$ cat config.mk
export PLATFORM = sky130hd
export DESIGN_NAME = frame_allocator_fifo_evict_top
export DESIGN_NICKNAME = d
export VERILOG_FILES = /design/src/rtl/fafe_pkg.sv /design/src/rtl/frame_allocator_fifo_evict_top.sv
export SDC_FILE = /design/constraint.sdc
export NUM_CORES = 2
export LEC_CHECK = 0
export BUFFER_PORTS_ARGS = -buffer_cell sky130_fd_sc_hd__clkbuf_2
export CELL_PAD_IN_SITES_DETAIL_PLACEMENT = 1
export CELL_PAD_IN_SITES_GLOBAL_PLACEMENT = 2
export CORE_ASPECT_RATIO = 0.75
export CORE_MARGIN = 2
export CORE_UTILIZATION = 35
export CTS_BUF_LIST = sky130_fd_sc_hd__clkbuf_8 sky130_fd_sc_hd__clkbuf_16
export CTS_CLUSTER_SIZE = 8
export DETAILED_ROUTE_END_ITERATION = 8
export GPL_TIMING_DRIVEN = 0
export PLACE_DENSITY = 0.69
export SYNTH_ARGS = -nofsm -noshare
export SYNTH_HDL_FRONTEND = slang
export SYNTH_SLANG_ARGS = --single-unit
$ cat constraint.sdc
create_clock -name clk -period 21.5 [get_ports clk]
set_input_delay 4.3 -clock clk [delete_from_list [all_inputs] [get_ports clk]]
set_output_delay 4.3 -clock clk [all_outputs]
set_load 0.02 [all_outputs]
$ cat src/rtl/fafe_pkg.sv
// ----------------------------------------------------------------------------
// fafe_pkg: shared definitions for the frame allocator
// Field widths, operation and status codes, and parameter defaults.
// ----------------------------------------------------------------------------
package fafe_pkg;

  // Fixed field widths of the streaming and configuration ports.
  localparam int CFG_W   = 7;
  localparam int IDX_W   = 6;
  localparam int TAG_W   = 16;
  localparam int STAMP_W = 32;
  localparam int IN_DW   = 24;
  localparam int OUT_DW  = 24;

  // Parameter defaults.
  localparam int DEF_MAX_FRAMES = 64;
  localparam int DEF_TAG_BITS   = 16;

  // Reset value of the frame count register.
  localparam logic [CFG_W-1:0] FRAMES_RESET = 7'd64;

  // Operation codes.
  localparam logic OP_LOAD    = 1'b0;
  localparam logic OP_RELEASE = 1'b1;

  // Status codes.
  localparam logic ST_OK    = 1'b0;
  localparam logic ST_RANGE = 1'b1;

endpackage

$ cat src/rtl/frame_allocator_fifo_evict_top.sv
// ----------------------------------------------------------------------------
// frame_allocator_fifo_evict_top: frame allocator with load-order eviction
// Hands out memory frames to loaded pages, evicting the oldest load when full.
// ----------------------------------------------------------------------------
// Each input transfer is one request. A load (tuser 0) takes the
// lowest-numbered free frame among frames 0 .. frames_in_use-1; if none is
// free it evicts the resident page with the oldest load stamp (lowest frame
// on a tie) and returns that page's tag. A release (tuser 1) frees a frame,
// or reports status 1 if the index is at or above the effective frame count. All frame
// state sits in one single-port-write memory with a registered read, which a
// load walks one frame per cycle, stopping early when a free frame turns up;
// a release does not scan. After reset the memory is cleared one entry per
// cycle before the first request is accepted; configuration transfers are
// taken at any time. A new request is accepted while the previous result
// still waits in the output register.
// ----------------------------------------------------------------------------
module frame_allocator_fifo_evict_top
  import fafe_pkg::*;
#(
  parameter int MAX_FRAMES = DEF_MAX_FRAMES,
  parameter int TAG_BITS   = DEF_TAG_BITS
) (
  input  logic              clk,
  input  logic              rst_n,
  // Configuration write channel: frames_in_use.
  input  logic              cfg_valid,
  output logic              cfg_ready,
  input  logic [CFG_W-1:0]  cfg_data,
  // Request stream.
  input  logic              in_tvalid,
  output logic              in_tready,
  input  logic [IN_DW-1:0]  in_tdata,   // [5:0] frame_index, [21:6] page_tag, [23:22] zero
  input  logic [0:0]        in_tuser,   // [0] op
  // Result stream.
  output logic              out_tvalid,
  input  logic              out_tready,
  output logic [OUT_DW-1:0] out_tdata   // [5:0] frame_out, [6] evicted,
                                        // [22:7] evicted_tag, [23] status
);

  // Address and counter widths follow the table depth.
  localparam int AW = (MAX_FRAMES > 1) ? $clog2(MAX_FRAMES) : 1;
  localparam int CW = AW + 1;
  localparam int NW = (CW > CFG_W) ? CW : CFG_W;

  // Control states.
  localparam logic [1:0] S_CLEAR = 2'd0;
  localparam logic [1:0] S_IDLE  = 2'd1;
  localparam logic [1:0] S_SCAN  = 2'd2;
  localparam logic [1:0] S_DONE  = 2'd3;

  // One table entry per frame.
  typedef struct packed {
    logic                used;
    logic [STAMP_W-1:0]  stamp;
    logic [TAG_BITS-1:0] owner;
  } entry_t;

  // --------------------------------------------------------------------------
  // Registers
  // --------------------------------------------------------------------------
  logic [1:0]          state_r,     state_nxt;
  logic [CFG_W-1:0]    fiu_r,       fiu_nxt;
  logic [STAMP_W-1:0]  load_cnt_r,  load_cnt_nxt;
  logic [AW-1:0]       clr_r,       clr_nxt;
  logic                op_r,        op_nxt;
  logic [IDX_W-1:0]    idx_r,       idx_nxt;
  logic [TAG_BITS-1:0] tag_r,       tag_nxt;
  logic [CW-1:0]       issue_r,     issue_nxt;
  logic [CW-1:0]       chk_r,       chk_nxt;
  logic                rd_vld_r,    rd_vld_nxt;
  logic                found_r,     found_nxt;
  logic [AW-1:0]       free_idx_r,  free_idx_nxt;
  logic [STAMP_W-1:0]  min_stamp_r, min_stamp_nxt;
  logic [AW-1:0]       min_idx_r,   min_idx_nxt;
  logic [TAG_BITS-1:0] min_owner_r, min_owner_nxt;
  logic                out_vld_r,   out_vld_nxt;
  logic [OUT_DW-1:0]   out_data_r,  out_data_nxt;

  // Frame table.
  entry_t              mem [MAX_FRAMES];
  entry_t              rd_data_r;
  logic                mem_we;
  logic [AW-1:0]       mem_wa;
  entry_t              mem_wd;
  logic [AW-1:0]       mem_ra;

  // --------------------------------------------------------------------------
  // Effective frame count: zero acts as one, large values clamp to the table.
  // --------------------------------------------------------------------------
  logic [NW-1:0] cfg_ext;
  logic [NW-1:0] max_ext;
  logic [NW-1:0] n_full;
  logic [CW-1:0] n_eff;
  logic          rel_oob;
  logic          issue_more;
  logic          last_chk;
  logic          can_out;
  logic          in_xfer;
  logic          load_sel_free;
  logic [AW-1:0] load_frame;

  assign cfg_ext    = NW'(fiu_r);
  assign max_ext    = NW'(MAX_FRAMES);
  assign n_full     = (cfg_ext == '0) ? NW'(1) : ((cfg_ext > max_ext) ? max_ext : cfg_ext);
  assign n_eff      = CW'(n_full);
  assign rel_oob    = NW'(idx_r) >= n_full;
  assign issue_more = issue_r < n_eff;
  assign last_chk   = chk_r == (n_eff - CW'(1));

  assign cfg_ready  = 1'b1;
  assign in_tready  = state_r == S_IDLE;
  assign in_xfer    = in_tvalid && in_tready;
  assign can_out    = !out_vld_r || out_tready;

  assign load_sel_free = found_r;
  assign load_frame    = found_r ? free_idx_r : min_idx_r;

  assign out_tvalid = out_vld_r;
  assign out_tdata  = out_data_r;

  assign mem_ra = issue_r[AW-1:0];

  // --------------------------------------------------------------------------
  // Next-state logic
  // --------------------------------------------------------------------------
  always_comb begin
    state_nxt     = state_r;
    fiu_nxt       = fiu_r;
    load_cnt_nxt  = load_cnt_r;
    clr_nxt       = clr_r;
    op_nxt        = op_r;
    idx_nxt       = idx_r;
    tag_nxt       = tag_r;
    issue_nxt     = issue_r;
    chk_nxt       = chk_r;
    rd_vld_nxt    = 1'b0;
    found_nxt     = found_r;
    free_idx_nxt  = free_idx_r;
    min_stamp_nxt = min_stamp_r;
    min_idx_nxt   = min_idx_r;
    min_owner_nxt = min_owner_r;
    out_vld_nxt   = out_vld_r && !out_tready;
    out_data_nxt  = out_data_r;
    mem_we        = 1'b0;
    mem_wa        = clr_r;
    mem_wd        = '0;

    if (cfg_valid && cfg_ready) begin
      fiu_nxt = cfg_data;
    end

    case (state_r)
      S_CLEAR: begin
        // Sweep the table so that every frame starts free.
        mem_we  = 1'b1;
        clr_nxt = clr_r + AW'(1);
        if (clr_r == AW'(MAX_FRAMES - 1)) begin
          state_nxt = S_IDLE;
        end
      end
      S_IDLE: begin
        if (in_xfer) begin
          op_nxt    = in_tuser[0];
          idx_nxt   = in_tdata[IDX_W-1:0];
          tag_nxt   = TAG_BITS'(in_tdata[IDX_W +: TAG_W]);
          issue_nxt = '0;
          chk_nxt   = '0;
          found_nxt = 1'b0;
          state_nxt = (in_tuser[0] == OP_RELEASE) ? S_DONE : S_SCAN;
        end
      end
      S_SCAN: begin
        // Issue one read per cycle and examine the entry read the cycle before.
        if (issue_more) begin
          issue_nxt  = issue_r + CW'(1);
          rd_vld_nxt = 1'b1;
        end
        if (rd_vld_r) begin
          chk_nxt = chk_r + CW'(1);
          if (!rd_data_r.used) begin
            found_nxt    = 1'b1;
            free_idx_nxt = chk_r[AW-1:0];
            state_nxt    = S_DONE;
          end else begin
            if ((chk_r == '0) || (rd_data_r.stamp < min_stamp_r)) begin
              min_stamp_nxt = rd_data_r.stamp;
              min_idx_nxt   = chk_r[AW-1:0];
              min_owner_nxt = rd_data_r.owner;
            end
            if (last_chk) begin
              state_nxt = S_DONE;
            end
          end
        end
      end
      S_DONE: begin
        // Commit the table update and the result together once the output
        // register is free.
        if (can_out) begin
          out_vld_nxt = 1'b1;
          state_nxt   = S_IDLE;
          if (op_r == OP_LOAD) begin
            mem_we       = 1'b1;
            mem_wa       = load_frame;
            mem_wd.used  = 1'b1;
            mem_wd.stamp = load_cnt_r;
            mem_wd.owner = tag_r;
            if (load_cnt_r != '1) begin
              load_cnt_nxt = load_cnt_r + STAMP_W'(1);
            end
            out_data_nxt = {ST_OK,
                            load_sel_free ? {TAG_W{1'b0}} : TAG_W'(min_owner_r),
                            !load_sel_free,
                            IDX_W'(load_frame)};
          end else begin
            if (!rel_oob) begin
              mem_we = 1'b1;
              mem_wa = AW'(idx_r);
            end
            out_data_nxt = {rel_oob ? ST_RANGE : ST_OK, {TAG_W{1'b0}}, 1'b0, idx_r};
          end
        end
      end
      default: begin
        state_nxt = S_IDLE;
      end
    endcase
  end

  // --------------------------------------------------------------------------
  // Frame table: one write port, one registered read port.
  // --------------------------------------------------------------------------
  always_ff @(posedge clk) begin
    if (mem_we) begin
      mem[mem_wa] <= mem_wd;
    end
    rd_data_r <= mem[mem_ra];
  end

  // --------------------------------------------------------------------------
  // Control and payload registers
  // --------------------------------------------------------------------------
  always_ff @(posedge clk) begin
    if (!rst_n) begin
      state_r    <= S_CLEAR;
      fiu_r      <= FRAMES_RESET;
      load_cnt_r <= '0;
      clr_r      <= '0;
      rd_vld_r   <= 1'b0;
      out_vld_r  <= 1'b0;
    end else begin
      state_r    <= state_nxt;
      fiu_r      <= fiu_nxt;
      load_cnt_r <= load_cnt_nxt;
      clr_r      <= clr_nxt;
      rd_vld_r   <= rd_vld_nxt;
      out_vld_r  <= out_vld_nxt;
    end
  end

  always_ff @(posedge clk) begin
    op_r        <= op_nxt;
    idx_r       <= idx_nxt;
    tag_r       <= tag_nxt;
    issue_r     <= issue_nxt;
    chk_r       <= chk_nxt;
    found_r     <= found_nxt;
    free_idx_r  <= free_idx_nxt;
    min_stamp_r <= min_stamp_nxt;
    min_idx_r   <= min_idx_nxt;
    min_owner_r <= min_owner_nxt;
    out_data_r  <= out_data_nxt;
  end

  // --------------------------------------------------------------------------
  // Assertions
  // --------------------------------------------------------------------------
`ifndef SYNTHESIS
  // The table is never written while a scan is reading it.
  a_no_write_in_scan: assert property (@(posedge clk) disable iff (!rst_n)
    (state_r == S_SCAN) |-> !mem_we)
    else $error("table written during scan");

  // Every entry examined by the scan lies inside the active frame range.
  a_chk_in_range: assert property (@(posedge clk) disable iff (!rst_n)
    (state_r == S_SCAN && rd_vld_r) |-> (chk_r < n_eff))
    else $error("scan examined a frame beyond the active range");

  // An eviction and a range error never come in the same result.
  a_evict_ok: assert property (@(posedge clk) disable iff (!rst_n)
    (out_vld_r && out_data_r[IDX_W]) |-> (out_data_r[OUT_DW-1] == ST_OK))
    else $error("eviction reported with error status");

  // The load counter never goes backward.
  a_cnt_mono: assert property (@(posedge clk) disable iff (!rst_n)
    $past(rst_n) |-> (load_cnt_r >= $past(load_cnt_r)))
    else $error("load counter decreased");
`endif

endmodule
==> summary.txt <==
=================================================================================
Maximum ir drop on the vdd rail                                         0.0749 mV
Yosys Warn Count                                                                0
Number of port buffers                                                         59
Critical path fanouts, max                                                     21
Number of hold buffers added after cts                                          0
Die extent in x                                                            702 µm
Clock group share of total power                                            38.4%
Number of global-route vias before repair                                  64,500
Slew Viols, Final                                                              15
Minimum clock period                                                      8170 ps
Failing checks                                                       capacitance limit, slew limit
CTS tree                                                                    built
Highest cell delay on the worst timing path                               1020 ps
Initial standard-cell utilization of the core                               35.1%
Placeable core region                                                   0.364 mm²
RePlAce Congestion                                                          0.787
Number of enable flip-flop cells after synthesis                            3,258
Iteration-0 DRC Markers                                                     8,923
Max stage delay cell, worst path                                     sky130_fd_sc_hd__nor2_4
Global-route congestion overflow total                                          0
Worst-case hold slack                                                      401 ps
Outcome                                                              finished with violations
RSZ-0062 raised after global routing                                           no
Clock latency at the later pin of the worst-skew pair                      960 ps
H-Tree Depth                                                                    5
Pwr dens                                                               112 mW/mm²
Worst slew margin relative to its limit                                    -5.85%
Number of setup violations in the final report                                  0
Vias/cell                                                                    5.63
Clock transition at the registers of the reported paths                     50 ps
Post-Syn Area                                                           0.128 mm²
Wire length of the first global-routing pass                           521,000 µm
Critical hold path startpoint                                        rd_data_r[3]$_DFF_P_
Total I/O pin count                                                            64
Total wire length after detailed routing                               375,000 µm
Worst hold path stage count                                                     0
Die area                                                                0.371 mm²
Slew of the pin with the lowest slew margin                               1590 ps
Buffer count from post-CTS setup fixing                                         0
Number of synthesized register bits                                         3,356
Cell count after synthesis                                                  5,277
Resized cells post-CTS                                                          0
Area share of the largest cell type after synthesis                         76.4%
Worst Setup End Kind                                                    flip-flop
Final core utilization                                                      41.8%
Worst clock skew                                                          71.2 ps
Area contributors post-synth                                         sky130_fd_sc_hd__edfxtp_1 76%, sky130_fd_sc_hd__mux4_2 18%, sky130_fd_sc_hd__dfxtp_1 1.5%
Average routed wire per standard cell                                     33.7 µm
Switching Share                                                             26.5%
Series of cell instances along the critical path                     clkbuf_2 -> nand2b_1 -> nand3_1 -> inv_1 -> nand2_1 -> o221ai_1 -> nor3b_1 -> nand2_1 -> nor2_4 -> buf_12
CTS Sinks                                                                   3,356
Nets                                                                        6,147
Upper clock frequency limit                                             0.122 GHz
Half-perimeter wire length after detailed placement                    257,000 µm
Number of detailed-route iterations in the first pass                           5
Library cell with the highest instance count after synthesis         sky130_fd_sc_hd__edfxtp_1
Number of cell rows                                                           192
Total net switching power                                                 4500 µW
Number of antenna-violating nets in the routed design                           0
Final-report hold violation count                                               0
Distinct cell type count of the synthesized netlist                            58
Net count of the mapped netlist                                             5,367
Synthesis-to-layout area growth                                             18.8%
Number of buffers inserted during clock tree synthesis                        462
Kind of path behind the tightest hold check                            reg -> reg
CP dominant cell by count                                            sky130_fd_sc_hd__nand2_1
Deepest clock path buffer count                                                 4
Max_cap viols                                                                   2
Share of layout cells above drive strength 1                                32.8%
Commonest register cell after synthesis                              sky130_fd_sc_hd__edfxtp_1
Data required time at the worst endpoint                                22,070 ps
Final sum of negative setup slack                                            0 ps
Pin count of the biggest net entering global routing                           65
Initial antenna violation count                                                23
Startpoint types                                                       input port
Post-route total power                                                  17,000 µW
Post-Syn Area per Cell                                                   24.3 µm²
Category of the most critical setup path                                in -> reg
Drc violations                                                                  0
Crit. Startpoint                                                       out_tready
GRT Util Overall                                                            20.1%
Library cell with the largest summed area after synthesis            sky130_fd_sc_hd__edfxtp_1
Worst R2R Start                                                      cfg_ext[6]$_SDFFE_PN1P_
Final clock period utilization by the worst path                            38.0%
Internal Pwr Total                                                      12,500 µW
Share of total power in sequential cells                                    43.9%
Chip height                                                                528 µm
Fraction of synthesis flops using an asynchronous set or reset pin             0%
CTS root buffer                                                      sky130_fd_sc_hd__clkbuf_16
Commonest cells in the synthesized netlist                           3,258 x sky130_fd_sc_hd__edfxtp_1, 1,029 x sky130_fd_sc_hd__mux4_2, 140 x sky130_fd_sc_hd__clkbuf_1
Data arrival time of the critical path                                    8750 ps
Logic depth of the worst register-to-register path                             13
Comb power frac                                                             17.7%
Standby leakage power                                                   0.0510 µW
Via total after detailed routing                                           62,800
Sequential-to-total area share from yosys stat                              78.0%
=================================================================================
[worst paths after layout]
path	endpoint	slack (ps)
setup reg to reg	mem[36][16]$_DFFE_PP_	15440
setup / recovery	mem[36][16]$_DFFE_PP_	13330
hold / removal	min_owner_r[3]$_DFFE_PP_	400
hold reg to reg	min_owner_r[3]$_DFFE_PP_	400
[stage by stage]
step	instances	setup WS, ps	cell area [µm²]
2_1_floorplan	5277	11590	128000
3_3_place_gp	10200	3300	134000
3_5_place_dp	10400	12490	139000
4_1_cts	11100	13440	152000
5_1_grt	11100	13360	152000
6_report	11100	13330	152000
[flip-flops by register name, indices dropped and copies added (netlist names)]
name	cells
cfg_ext	7
chk_r	7
clr_r	6
found_r	1
free_idx_r	6
idx_r	6
issue_r	7
load_cnt_r	32
mem	3136
min_idx_r	6
min_owner_r	16
min_stamp_r	32
op_r	1
out_tdata	24
out_tvalid	1
rd_data_r	49
rd_vld_r	1
state_r	2
tag_r	16
[per-layer routing]
| layer | GRT usage [%] | vias to the layer above | routed length (µm) |
|---|---|---|---|
| li1 | - | 24200 | - |
| met1 | 29.9 | 34600 | 159000 |
| met2 | 29.6 | 3414 | 166000 |
| met3 | 4.91 | 527 | 40400 |
| met4 | 5.29 | 2 | 9450 |
| met5 | 0 | - | 13 |
[power by group through the flow]
stage | clock network, µW | logic, µW | registers [µW]
CTS | 6600 | 3020 | 7450
global placement | 0 | 2890 | 7610
detailed placement | 0 | 3000 | 7580
global route | 6860 | 3130 | 7470
floorplan | 0 | 1770 | 7550
finish | 6520 | 3010 | 7450
[cell type report]
type                       instances  area (µm²)
multi-input combinational       1610       27500
antenna                           10        25.0
clock inverter                   218        1070
clock buffer                     471       11800
sequential                      3356       99800
tap                             4850        6070
fill                           33500      212000
inverter                          53         199
timing repair buffer             316        4610
buffer                           258        1140
[layout by cell type (no fill, tap or decap), types with 7 or more instances in the layout]
cell type,Yosys,final
sky130_fd_sc_hd__nor2_1,113,64
sky130_fd_sc_hd__nand2b_1,9,9
sky130_fd_sc_hd__inv_1,52,251
sky130_fd_sc_hd__dfxtp_1,98,98
sky130_fd_sc_hd__edfxtp_1,3258,3258
sky130_fd_sc_hd__mux2i_1,11,11
sky130_fd_sc_hd__nor3_1,19,7
sky130_fd_sc_hd__nor2_4,0,49
sky130_fd_sc_hd__nor3_2,0,12
sky130_fd_sc_hd__nand3_1,31,31
sky130_fd_sc_hd__o21ai_0,17,17
sky130_fd_sc_hd__buf_4,3,20
sky130_fd_sc_hd__mux4_2,1029,1029
sky130_fd_sc_hd__nor2b_1,15,11
sky130_fd_sc_hd__nand2_1,50,50
sky130_fd_sc_hd__buf_8,0,8
sky130_fd_sc_hd__a211oi_1,10,10
sky130_fd_sc_hd__and4_1,8,8
sky130_fd_sc_hd__xnor2_1,29,29
sky130_fd_sc_hd__buf_2,73,78
sky130_fd_sc_hd__ha_1,53,53
sky130_fd_sc_hd__and2_1,77,30
sky130_fd_sc_hd__buf_6,5,80
sky130_fd_sc_hd__buf_12,0,146
sky130_fd_sc_hd__nand4_1,16,16
sky130_fd_sc_hd__clkbuf_2,0,79
sky130_fd_sc_hd__and2_2,0,47
sky130_fd_sc_hd__clkbuf_1,140,120
sky130_fd_sc_hd__clkbuf_16,0,470
sky130_fd_sc_hd__and3_1,10,8
sky130_fd_sc_hd__diode_2,0,10
sky130_fd_sc_hd__a21o_1,7,7
sky130_fd_sc_hd__xor2_1,23,23
sky130_fd_sc_hd__buf_1,37,32
sky130_fd_sc_hd__a21oi_1,27,27
sky130_fd_sc_hd__buf_16,0,11
[worst max-delay path: cells and delay by family]
kind / cells / cell delay (ps)
AND/OR/NAND/NOR: 6 / 3090
buffers and inverters: 3 / 1100
AO/OA/AOI/OAI: 1 / 150
[logic make-up after synthesis]
| group | Yosys count | share of synthesized area, % |
|---|---|---|
| adder cells (fa/ha/maj) | 53 | 0.518 |
| flip-flops | 3356 | 77.9 |
| multiplexers | 1042 | 18.2 |
| AND/OR/NAND/NOR | 369 | 1.48 |
| buffers and inverters | 311 | 1.02 |
| AO/OA/AOI/OAI | 93 | 0.471 |
| XOR/XNOR | 52 | 0.356 |
| other | 1 | 0.00293 |
(Power assumes the default switching activity.)
